**config.mk**
```make
export PLATFORM = sky130hd
export DESIGN_NAME = time_of_day_alarm_table_unit
export DESIGN_NICKNAME = d
export VERILOG_FILES = /design/src/design/tda_pkg.sv /design/src/design/tda_cell.sv /design/src/design/time_of_day_alarm_table_unit.sv
export VERILOG_INCLUDE_DIRS = /design/src /design/src/design
export SDC_FILE = /design/constraint.sdc
export NUM_CORES = 2
export LEC_CHECK = 0
export CORE_MARGIN = 1.5
export CORE_UTILIZATION = 44
export CTS_BUF_LIST = sky130_fd_sc_hd__clkbuf_2 sky130_fd_sc_hd__clkbuf_4 sky130_fd_sc_hd__clkbuf_8
export DETAILED_ROUTE_END_ITERATION = 16
export DONT_BUFFER_PORTS = 1
export GPL_TIMING_DRIVEN = 0
export HOLD_SLACK_MARGIN = 0.03
export SETUP_SLACK_MARGIN = 0.5
export SLEW_MARGIN = 20
export SYNTH_ARGS = -nofsm -noshare
export SYNTH_HDL_FRONTEND = slang
export SYNTH_SLANG_ARGS = --single-unit
```
**constraint.sdc**
```tcl
create_clock -name clock -period 51.4 [get_ports clock]
set_input_delay 10.28 -clock clock [delete_from_list [all_inputs] [get_ports clock]]
set_output_delay 10.28 -clock clock [all_outputs]
set_load 0.01 [all_outputs]
```
**src/design/assert_macros.svh**
```systemverilog
// Assertion macros shared by the alarm table RTL.
`ifndef ASSERT_MACROS_SVH
`define ASSERT_MACROS_SVH

// The condition holds at every clock edge outside reset.
`define ASSERT_ALWAYS(label, clk, rst, cond) \
   label: assert property (@(posedge clk) disable iff (rst) (cond)) \
      else $error("assertion failed");

// When the antecedent holds, the consequent holds in the same cycle.
`define ASSERT_IMPLIES(label, clk, rst, ante, cons) \
   label: assert property (@(posedge clk) disable iff (rst) (ante) |-> (cons)) \
      else $error("assertion failed");

// When the antecedent holds, the consequent holds in the following cycle.
`define ASSERT_NEXT(label, clk, rst, ante, cons) \
   label: assert property (@(posedge clk) disable iff (rst) (ante) |=> (cons)) \
      else $error("assertion failed");

`endif

```
**src/design/tda_pkg.sv**
```systemverilog
// Types, constants and helper functions of the time-of-day alarm table.
package tda_pkg;

   // Table geometry.
   localparam int ENTRIES = 8;
   localparam int IDX_W   = (ENTRIES > 1) ? $clog2(ENTRIES) : 1;

   // Field widths.
   localparam int KEY_W  = 16;
   localparam int TIME_W = 12;
   localparam int HOUR_W = 5;
   localparam int MIN_W  = 6;

   // Time constants in hhmm form.
   localparam logic [TIME_W-1:0] DAY_END     = 12'd2400;
   localparam logic [TIME_W-1:0] HOUR_SCALE  = 12'd100;

   // Request opcodes.
   localparam logic [1:0] OP_SET    = 2'd0;
   localparam logic [1:0] OP_REMOVE = 2'd1;
   localparam logic [1:0] OP_UPDATE = 2'd2;

   // Register bus.
   localparam int CSR_ADDR_W = 3;
   localparam int CSR_DATA_W = 32;
   localparam logic REG_ENABLE = 1'b0;

   // Request and result payloads.
   typedef struct packed {
      logic [1:0]        op;
      logic [KEY_W-1:0]  key;
      logic [TIME_W-1:0] alarm_time;
      logic [HOUR_W-1:0] hour;
      logic [MIN_W-1:0]  minute;
   } req_type;

   typedef struct packed {
      logic [KEY_W-1:0] fired_key;
      logic             last;
   } rsp_type;

   // What a request does once decoded.
   typedef enum logic [1:0] {
      ACT_NONE,
      ACT_SET,
      ACT_REMOVE,
      ACT_UPDATE
   } act_type;

   // Token that walks the chain of slot cells.
   typedef struct packed {
      logic              valid;
      act_type           act;
      logic [KEY_W-1:0]  key;
      logic [TIME_W-1:0] atime;
      logic [TIME_W-1:0] cur;
      logic [TIME_W-1:0] prev;
      logic              match_found;
      logic [IDX_W-1:0]  match_idx;
      logic              empty_found;
      logic [IDX_W-1:0]  empty_idx;
      logic              pend_valid;
      logic [KEY_W-1:0]  pend_key;
   } tok_type;

   // Slot write broadcast from the controller.
   typedef struct packed {
      logic              valid;
      logic [IDX_W-1:0]  idx;
      logic [KEY_W-1:0]  key;
      logic [TIME_W-1:0] atime;
   } wr_type;

   // A fired key released by a cell.
   typedef struct packed {
      logic             valid;
      logic [KEY_W-1:0] key;
   } emit_type;

   // True when time t lies in (prev, cur], wrapping through the end of day.
   function automatic logic in_window(input logic [TIME_W-1:0] t,
                                      input logic [TIME_W-1:0] prev,
                                      input logic [TIME_W-1:0] cur);
      logic hit;
      if (prev < cur) begin
         hit = (t > prev) && (t <= cur);
      end else if (prev > cur) begin
         hit = ((t > prev) && (t < DAY_END)) || (t <= cur);
      end else begin
         hit = 1'b0;
      end
      return hit;
   endfunction

endpackage

```
**src/design/tda_cell.sv**
```systemverilog
// One alarm slot of the table, with its stage of the token chain.
module tda_cell import tda_pkg::*; (
   input  logic             clock,
   input  logic             reset,
   input  logic [IDX_W-1:0] cell_idx,
   input  logic             advance,
   input  tok_type          tok_i,
   input  wr_type           wr,
   output tok_type          tok_o,
   output emit_type         emit
);

   logic [KEY_W-1:0]  slot_key_ff;
   logic [TIME_W-1:0] slot_time_ff;
   tok_type           tok_ff;
   tok_type           tok_in;
   logic              occupied;
   logic              hit;

   // Look at this slot as the token passes by.
   always_comb begin
      occupied = (slot_key_ff != '0);
      hit      = tok_i.valid && (tok_i.act == ACT_UPDATE) && occupied &&
                 in_window(slot_time_ff, tok_i.prev, tok_i.cur);
      tok_in   = tok_i;
      if (tok_i.act == ACT_SET || tok_i.act == ACT_REMOVE) begin
         if (!tok_i.match_found && (slot_key_ff == tok_i.key)) begin
            tok_in.match_found = 1'b1;
            tok_in.match_idx   = cell_idx;
         end
         // The highest empty slot wins, so later cells overwrite.
         if (!occupied) begin
            tok_in.empty_found = 1'b1;
            tok_in.empty_idx   = cell_idx;
         end
      end
      if (hit) begin
         tok_in.pend_valid = 1'b1;
         tok_in.pend_key   = slot_key_ff;
      end
   end

   // A new hit pushes out the key held so far; it cannot be the final one.
   assign emit.valid = hit && tok_i.pend_valid;
   assign emit.key   = tok_i.pend_key;
   assign tok_o      = tok_ff;

   // Token stage toward the next cell.
   always_ff @(posedge clock) begin
      if (reset) begin
         tok_ff.valid <= 1'b0;
      end else if (advance) begin
         tok_ff <= tok_in;
      end
   end

   // Slot contents, written by the controller when a request finishes.
   always_ff @(posedge clock) begin
      if (reset) begin
         slot_key_ff  <= '0;
         slot_time_ff <= '0;
      end else if (wr.valid && (wr.idx == cell_idx)) begin
         slot_key_ff  <= wr.key;
         slot_time_ff <= wr.atime;
      end
   end

endmodule

```
**src/design/time_of_day_alarm_table_unit.sv**
```systemverilog
// Top level of the time-of-day alarm table: token controller, results and registers.
// Each request walks a chain of ENTRIES slot cells, one cell per cycle while the
// chain is not stalled, and finishes as it leaves the last cell. req_ready stays
// low until the request finishes, so a new request is taken only after the last
// one is through. A set or remove writes the chosen slot as it finishes. A clock
// update sends the keys of fired slots out in slot order, the last of them
// flagged; the chain stalls while the result register is full and not being read
// and another fired key is waiting, so slow result consumers hold it up.
// The enable register is sampled when a request is accepted.
module time_of_day_alarm_table_unit import tda_pkg::*; (
   input  logic                  clock,
   input  logic                  reset,
   input  logic                  req_valid,
   output logic                  req_ready,
   input  req_type               req_data,
   output logic                  rsp_valid,
   input  logic                  rsp_ready,
   output rsp_type               rsp_data,
   input  logic                  psel,
   input  logic                  penable,
   input  logic                  pwrite,
   input  logic [CSR_ADDR_W-1:0] paddr,
   input  logic [CSR_DATA_W-1:0] pwdata,
   output logic [CSR_DATA_W-1:0] prdata,
   output logic                  pready
);

`include "assert_macros.svh"

   logic              enable_ff;
   logic              busy_ff;
   logic [TIME_W-1:0] prev_ff;
   logic              rsp_valid_ff;
   rsp_type           rsp_data_ff;

   tok_type           tok_head;
   tok_type           tok_chain [0:ENTRIES];
   emit_type          cell_emit [ENTRIES];
   logic [ENTRIES-1:0] tok_valid_vec;
   tok_type           fin;
   wr_type            wr;
   act_type           req_act;
   logic [TIME_W-1:0] req_cur;
   logic              accept;
   logic              emit_any;
   logic [KEY_W-1:0]  emit_key;
   logic              finish_emit;
   logic              need_out;
   logic              out_free;
   logic              go;
   logic              finish;
   logic [IDX_W-1:0]  set_idx;

   // Register bus.
   assign pready = 1'b1;
   assign prdata = (paddr[2] == REG_ENABLE) ? {{(CSR_DATA_W-1){1'b0}}, enable_ff} : '0;

   always_ff @(posedge clock) begin
      if (reset) begin
         enable_ff <= 1'b1;
      end else if (psel && penable && pwrite && pready && (paddr[2] == REG_ENABLE)) begin
         enable_ff <= pwdata[0];
      end
   end

   // Decode the request into an action for the chain.
   assign accept = req_valid && req_ready;
   assign req_cur = ({{(TIME_W-HOUR_W){1'b0}}, req_data.hour} * HOUR_SCALE) +
                    {{(TIME_W-MIN_W){1'b0}}, req_data.minute};

   always_comb begin
      case (req_data.op)
         OP_SET:    req_act = (req_data.key != '0) ? ACT_SET : ACT_NONE;
         OP_REMOVE: req_act = (req_data.key != '0) ? ACT_REMOVE : ACT_NONE;
         OP_UPDATE: req_act = enable_ff ? ACT_UPDATE : ACT_NONE;
         default:   req_act = ACT_NONE;
      endcase
   end

   // Token entering the first cell.
   always_comb begin
      tok_head             = '0;
      tok_head.valid       = accept;
      tok_head.act         = req_act;
      tok_head.key         = req_data.key;
      tok_head.atime       = req_data.alarm_time;
      tok_head.cur         = req_cur;
      tok_head.prev        = prev_ff;
   end

   assign tok_chain[0] = tok_head;

   // Chain of slot cells.
   for (genvar i = 0; i < ENTRIES; i++) begin : g_cell
      tda_cell u_cell (
         .clock    (clock),
         .reset    (reset),
         .cell_idx (IDX_W'(i)),
         .advance  (go),
         .tok_i    (tok_chain[i]),
         .wr       (wr),
         .tok_o    (tok_chain[i+1]),
         .emit     (cell_emit[i])
      );
      assign tok_valid_vec[i] = tok_chain[i+1].valid;
   end

   // Only the cell holding the token can release a key.
   always_comb begin
      emit_any = 1'b0;
      emit_key = '0;
      for (int i = 0; i < ENTRIES; i++) begin
         emit_any = emit_any | cell_emit[i].valid;
         emit_key = emit_key | (cell_emit[i].valid ? cell_emit[i].key : '0);
      end
   end

   // Finishing step and stall control.
   assign fin         = tok_chain[ENTRIES];
   assign finish_emit = fin.valid && (fin.act == ACT_UPDATE) && fin.pend_valid;
   assign need_out    = emit_any || finish_emit;
   assign out_free    = !rsp_valid_ff || rsp_ready;
   assign go          = !need_out || out_free;
   assign finish      = fin.valid && go;

   // Slot write for set and remove.
   always_comb begin
      if (fin.match_found) begin
         set_idx = fin.match_idx;
      end else if (fin.empty_found) begin
         set_idx = fin.empty_idx;
      end else begin
         set_idx = '0;
      end
      wr = '0;
      case (fin.act)
         ACT_SET: begin
            wr.valid = finish;
            wr.idx   = set_idx;
            wr.key   = fin.key;
            wr.atime = fin.atime;
         end
         ACT_REMOVE: begin
            wr.valid = finish && fin.match_found;
            wr.idx   = fin.match_idx;
         end
         default: begin
            wr.valid = 1'b0;
         end
      endcase
   end

   // Busy flag and previous time.
   always_ff @(posedge clock) begin
      if (reset) begin
         busy_ff <= 1'b0;
         prev_ff <= DAY_END;
      end else begin
         if (accept) begin
            busy_ff <= 1'b1;
         end else if (finish) begin
            busy_ff <= 1'b0;
         end
         if (finish && (fin.act == ACT_UPDATE)) begin
            prev_ff <= fin.cur;
         end
      end
   end

   assign req_ready = !busy_ff;

   // Result register.
   always_ff @(posedge clock) begin
      if (reset) begin
         rsp_valid_ff <= 1'b0;
      end else if (go && need_out) begin
         rsp_valid_ff <= 1'b1;
      end else if (rsp_ready) begin
         rsp_valid_ff <= 1'b0;
      end
   end

   always_ff @(posedge clock) begin
      if (go && need_out) begin
         rsp_data_ff.fired_key <= emit_any ? emit_key : fin.pend_key;
         rsp_data_ff.last      <= !emit_any;
      end
   end

   assign rsp_valid = rsp_valid_ff;
   assign rsp_data  = rsp_data_ff;

   // Checks on the token chain.
   `ASSERT_ALWAYS(a_one_token, clock, reset, $onehot0(tok_valid_vec))
   `ASSERT_NEXT(a_accept_enters, clock, reset, accept, tok_valid_vec[0])
   `ASSERT_IMPLIES(a_idle_empty, clock, reset, !busy_ff, tok_valid_vec == '0)

endmodule
```
### Yosys cells after proc, flatten, opt, wreduce, memory -nomap -nowiden

Index checks and enable logic that the tools add are counted.

| word-level totals | value |
|---|---|
| bits in registers | 884 |
| output and inout bits | 52 |

| cells by class | value |
|---|---|
| eq/ne operators | 44 |
| mux-type cells | 69 |
| reduce and logical (&&, ||, !) cells | 116 |
| bitwise logic cells | 14 |
| add/sub/neg operators | 1 |
| multiply operators | 1 |
| magnitude comparators | 40 |

Operators by type and width:

| cell | count |
|---|---|
| $mux W16 | 15 |
| $gt A12 B12 Y1 | 16 |
| $reduce_bool A16 Y1 | 9 |
| $eq A16 B16 Y1 | 8 |
| $le A12 B12 Y1 | 8 |
| $lt A12 B12 Y1 | 8 |
| $lt A12 B12 Y1 const B | 8 |
| $or A16 B16 Y16 | 6 |
| $logic_and A1 B1 Y1 | 72 |
| $mux W4 | 16 |
| $mux W8 | 7 |
| $eq A2 B2 Y1 const B | 19 |
| $mux W28 | 1 |
| $mux W1 | 22 |
| $eq A2 B1 Y1 const B | 10 |
| $logic_or A1 B1 Y1 | 19 |
| $mux W17 | 1 |
| $add A12 B6 Y12 | 1 |
| $eq A3 B3 Y1 const B | 4 |
| $logic_not A1 Y1 | 11 |
| $mul A5 B5 Y10 const B | 1 |
| $eq A3 B2 Y1 const B | 2 |
| $mux W3 | 2 |
| $or A1 B1 Y1 | 6 |
| 10 further kinds | 13 |

### Logic depth before layout (Yosys ltp)

| depth | value |
|---|---|
| depth in word-level cells | 20 |
| mapped depth | 22 |
| mapped depth without buffers | 21 |

### Hierarchy

From an unflattened synthesis, not the netlist that was laid out.

| unflattened totals | value |
|---|---|
| cells, all modules | 3324 |
| area total of the unflattened synthesis | 43391.6 µm² |

Modules (own cells, without submodules):

| module | instances | cells an instance | area an instance (µm²) |
|---|---|---|---|
| tda_cell (g_cell[0].u_cell ...) | 7 | 370 | 5022.3 |
| tda_cell (g_cell[3].u_cell) | 1 | 370 | 5019.8 |
| time_of_day_alarm_table_unit | 1 | 364 | 3215.6 |

### Worst setup path after synthesis

Ideal clock, no wire load.

| path | value |
|---|---|
| path type | input -> register |
| from | input reset |
| to | register g_cell[0].u_cell.tok_ff (netlist bit g_cell[0].u_cell.tok_o[0]) (enable) |
| arrival | 37.212 ns |
| stages on the path | 3 |
| required time | 49.750 ns |
| library setup time | 1.650 ns |
| setup slack | 12.538 ns |
| path buffers | 2 |
| path through | clkbuf_1 -> buf_1 -> nor2b_1 |

| on the way | value |
|---|---|
| longest elaborated chain between the ends | 2 |

RTL lines:

| what | line | text |
|---|---|---|
| start: declaration | time_of_day_alarm_table_unit.sv:12 | `input logic reset,` |
| $not A1 Y1 (no line) | - |  |
| $reduce_and A2 Y1 (no line) | - |  |
| end signal: assignment | tda_cell.sv:53 | `tok_ff <= tok_in;` |
| end: declaration | tda_cell.sv:15 | `tok_type tok_ff;` |

No other way between the ends.
A chain may end at the register's enable or synchronous reset.

### Worst setup path after layout

| path | value |
|---|---|
| from | input paddr[2] |
| to | output prdata[0] |

| on the way | value |
|---|---|
| longest elaborated chain between the ends | 1 |

RTL lines:

| what | line | text |
|---|---|---|
| start: declaration | time_of_day_alarm_table_unit.sv:22 | `input logic [CSR_ADDR_W-1:0] paddr,` |
| $mux W1 | time_of_day_alarm_table_unit.sv:56 | `assign prdata = (paddr[2] == REG_ENABLE) ? {{(CSR_DATA_W-1){1'b0}}, enable_ff} : '0;` |
| end: declaration | time_of_day_alarm_table_unit.sv:24 | `output logic [CSR_DATA_W-1:0] prdata,` |

No other way between the ends.

==> reports/results.tsv <==
metric	value	unit
viasPerCell	5.75	
fin_cells	4457	
slew_violations	0	
path_buf_inv	0	
async_flop_share	0	%
crit_end	prdata[0]	
synth.distinct_cells	75	
hold_class	register to register	
chipWidth	303	um
place.gp.congestion	0.980	
p_leak	18.1	nW
critPathLaunch	paddr[2]	
cts-hold-fix-buffers	0	
ys_ff_latch	870	
timing.hold.ws	0.408	ns
r2r-end	g_cell[5].u_cell.tok_o[48]$_DFFE_PP_	
design_area	44800	sq um
syn_area	39600	sq um
path_cells	nor2b_1	
power	1.55	mW
critPathKind	input port to primary output	
cp_data_arrival_time	10.47	ns
ys_warn_count	0	
die-area	91900	sq um
htree_num_levels	4	
synth.top_cells.by_area	edfxtp_1 47%, dfxtp_1 12%, ha_1 10%	
preCtsSetupSlack	30.65	ns
slew_headroom	14.8	%
synth-seq-area-share	59.7	%
cts_root_buffer	clkbuf_8	
timing.rr.start	g_cell[0].u_cell.tok_o[30]$_DFFE_PP_	
setup_ws	30.65	ns
dr_total_vias	25600	
clock_sink_count	870	
grt_pass1_wl	162	mm
cts_tree	built	
grt-ovfl-total	0	
vdd_ir_drop_max	0.0294	mV
max-cap-violations	0	
fin_setup_tns	0	ns
rows	109	
worstPathMaxFanout	2	
path_depth	1	
drt_iter0_markers	2600	
fmax	48.2	MHz
synth-main-ff-cell	edfxtp_1	
io_buffers	0	
synth-edff-count	623	
first_pass_iters	7	
post_drt_wl_per_cell	24.7	um
r2r_cells	18	
critical_path.endpoint_type	primary output	
drc_errors	0	
cpPeakStageDelay	0.19	ns
cpMaxStageDelayCell	nor2b_1	
worst_pin_slew	1.26	ns
antenna_found_initial	5	
yosysTopAreaCellShare	47.2	%
final_core_util	50.5	%
synth.largest_area_cell	edfxtp_1	
syn_to_final_growth	13.1	%
clk_pin_slew	0.06	ns
period_needed	20.75	ns
cp.required	41.12	ns
dp_hpwl	86.0	mm
post-cts-setup-buffers	0	
cts_buffers	144	
skew	0.0381	ns
finalCritPeriodShare	40.4	%
rsz0062_at_grt	false	
finalSetupViolations	0	
cp_top_family	simple AND/OR/NAND/NOR gates	
clock_latency	0.81	ns
cts_max_path_buffers	3	
grt_pass1_vias	25500	
syn_area_per_cell	13.3	sq um
final_hold_viol_count	0	
place_inst	4189	
routed_wirelength	110	mm
status	finished, final reports clean	
detail-route-antenna-nets	0	
power.density	34.6	nW/um^2
grt_max_degree	31	
grt_use_total	24.0	%
dpl-instance-area	41800	sq um
ios	135	
coreArea	88800	sq um
cp-start-kind	input port	
nets	3575	
post_cts_resized	0	
die_h	303	um
syn_inst	2969	
start_util	44.6	%
drive_gt1_share	15.7	%
reg2reg_slack	45.20	ns
routing by layer:
layer / share of wire (%) / GRT usage, % / vias to the layer above / wire [um]
li1: - / - / 11700 / -
met4: 2.9 / 8.01 / 2 / 3200
met3: 7.2 / 4.95 / 194 / 7960
met1: 44 / 33.2 / 12700 / 49000
met2: 45 / 37.6 / 1004 / 50000
met5: 0.011 / 0 / - / 12
cell usage after synthesis (36+ instances only):
| cell type | count |
|---|---|
| nand2_1 | 75 |
| nand4_1 | 90 |
| ha_1 | 320 |
| a21oi_1 | 113 |
| edfxtp_1 | 623 |
| nor4_1 | 50 |
| nor2b_1 | 40 |
| nand3_1 | 53 |
| nor2_1 | 115 |
| inv_1 | 226 |
| a22o_1 | 246 |
| mux2_2 | 113 |
| a21o_1 | 49 |
| dfxtp_1 | 247 |
| xnor2_1 | 106 |
| clkbuf_1 | 36 |
cell usage in the layout, fill, tap and decap left out, drive strengths merged, types with 6 or more instances in the layout:
master     n
a222oi    17
and2      30
o21a       8
xor2      35
dfxtp    247
and3      20
conb      32
a21oi    113
nor3      12
nor4      51
o21ai     30
a21o      49
a22o     246
nor2b     40
xnor2    106
nand3     53
and4       7
a211o     11
inv      237
o211ai    20
a221oi    20
a211oi    11
ha       320
or2       17
o31ai      6
mux2i      9
a31oi     31
edfxtp   623
or4        6
buf      106
nor2     115
a2111oi    7
nand4     90
clkinv    30
mux2     113
nand2b    35
clkbuf   258
nand2     75
how the worst min path moves through the flow:
| stage | cells past startpoint | start | slack [ns] | end |
|---|---|---|---|---|
| 4_1_cts | 0 | g_cell[0].u_cell.tok_o[54]$_DFFE_PP_ | 0.41 | g_cell[1].u_cell.tok_o[54]$_DFFE_PP_ |
| 6_report | 0 | g_cell[0].u_cell.tok_o[54]$_DFFE_PP_ | 0.41 | g_cell[1].u_cell.tok_o[54]$_DFFE_PP_ |
| 2_1_floorplan | 0 | g_cell[0].u_cell.tok_o[49]$_DFFE_PP_ | 0.40 | g_cell[1].u_cell.tok_o[49]$_DFFE_PP_ |
| 3_5_place_dp | 0 | g_cell[0].u_cell.tok_o[54]$_DFFE_PP_ | 0.40 | g_cell[1].u_cell.tok_o[54]$_DFFE_PP_ |
| 5_1_grt | 0 | g_cell[3].u_cell.tok_o[51]$_DFFE_PP_ | 0.41 | g_cell[4].u_cell.tok_o[51]$_DFFE_PP_ |
| 3_3_place_gp | 0 | g_cell[1].u_cell.tok_o[60]$_DFFE_PP_ | 0.40 | g_cell[2].u_cell.tok_o[60]$_DFFE_PP_ |
report_power, final:
part           switching, mW  internal (mW)
Clock                  0.288          0.349
Sequential            0.0221          0.787
Combinational         0.0655         0.0414
Total                  0.375           1.18
cell type report:
| type | count | area, sq um |
|---|---|---|
| clock inverters | 45 | 328 |
| flip-flops and latches | 870 | 23700 |
| repair buffers | 25 | 563 |
| inverters | 226 | 848 |
| well taps | 1165 | 1460 |
| plain buffers | 117 | 697 |
| clock buffers | 222 | 2730 |
| multi-input cells | 1786 | 14600 |
| diodes | 1 | 2.50 |
| fillers | 7574 | 43900 |
sequential cells by signal (all words and copies together), names as in the netlist:
name                        cells
rsp_data                       17
g_cell.u_cell.slot_time_ff     96
g_cell.u_cell.tok_o           614
rsp_valid                       1
prev_ff                        12
g_cell.u_cell.slot_key_ff     128
enable_ff                       1
busy_ff                         1
kinds of logic after synthesis:
| kind of cell | Yosys count | synth area share [%] |
|---|---|---|
| AND/OR/NAND/NOR | 562 | 7.61 |
| multiplexers | 122 | 3.44 |
| buffers and inverters | 343 | 3.90 |
| AO/OA/AOI/OAI | 607 | 12.0 |
| other | 2 | 0.0190 |
| XOR/XNOR | 141 | 3.12 |
| flip-flops | 870 | 59.7 |
| adder cells (fa/ha/maj) | 322 | 10.2 |
No activity file was read; power rests on OpenSTA's default activity.
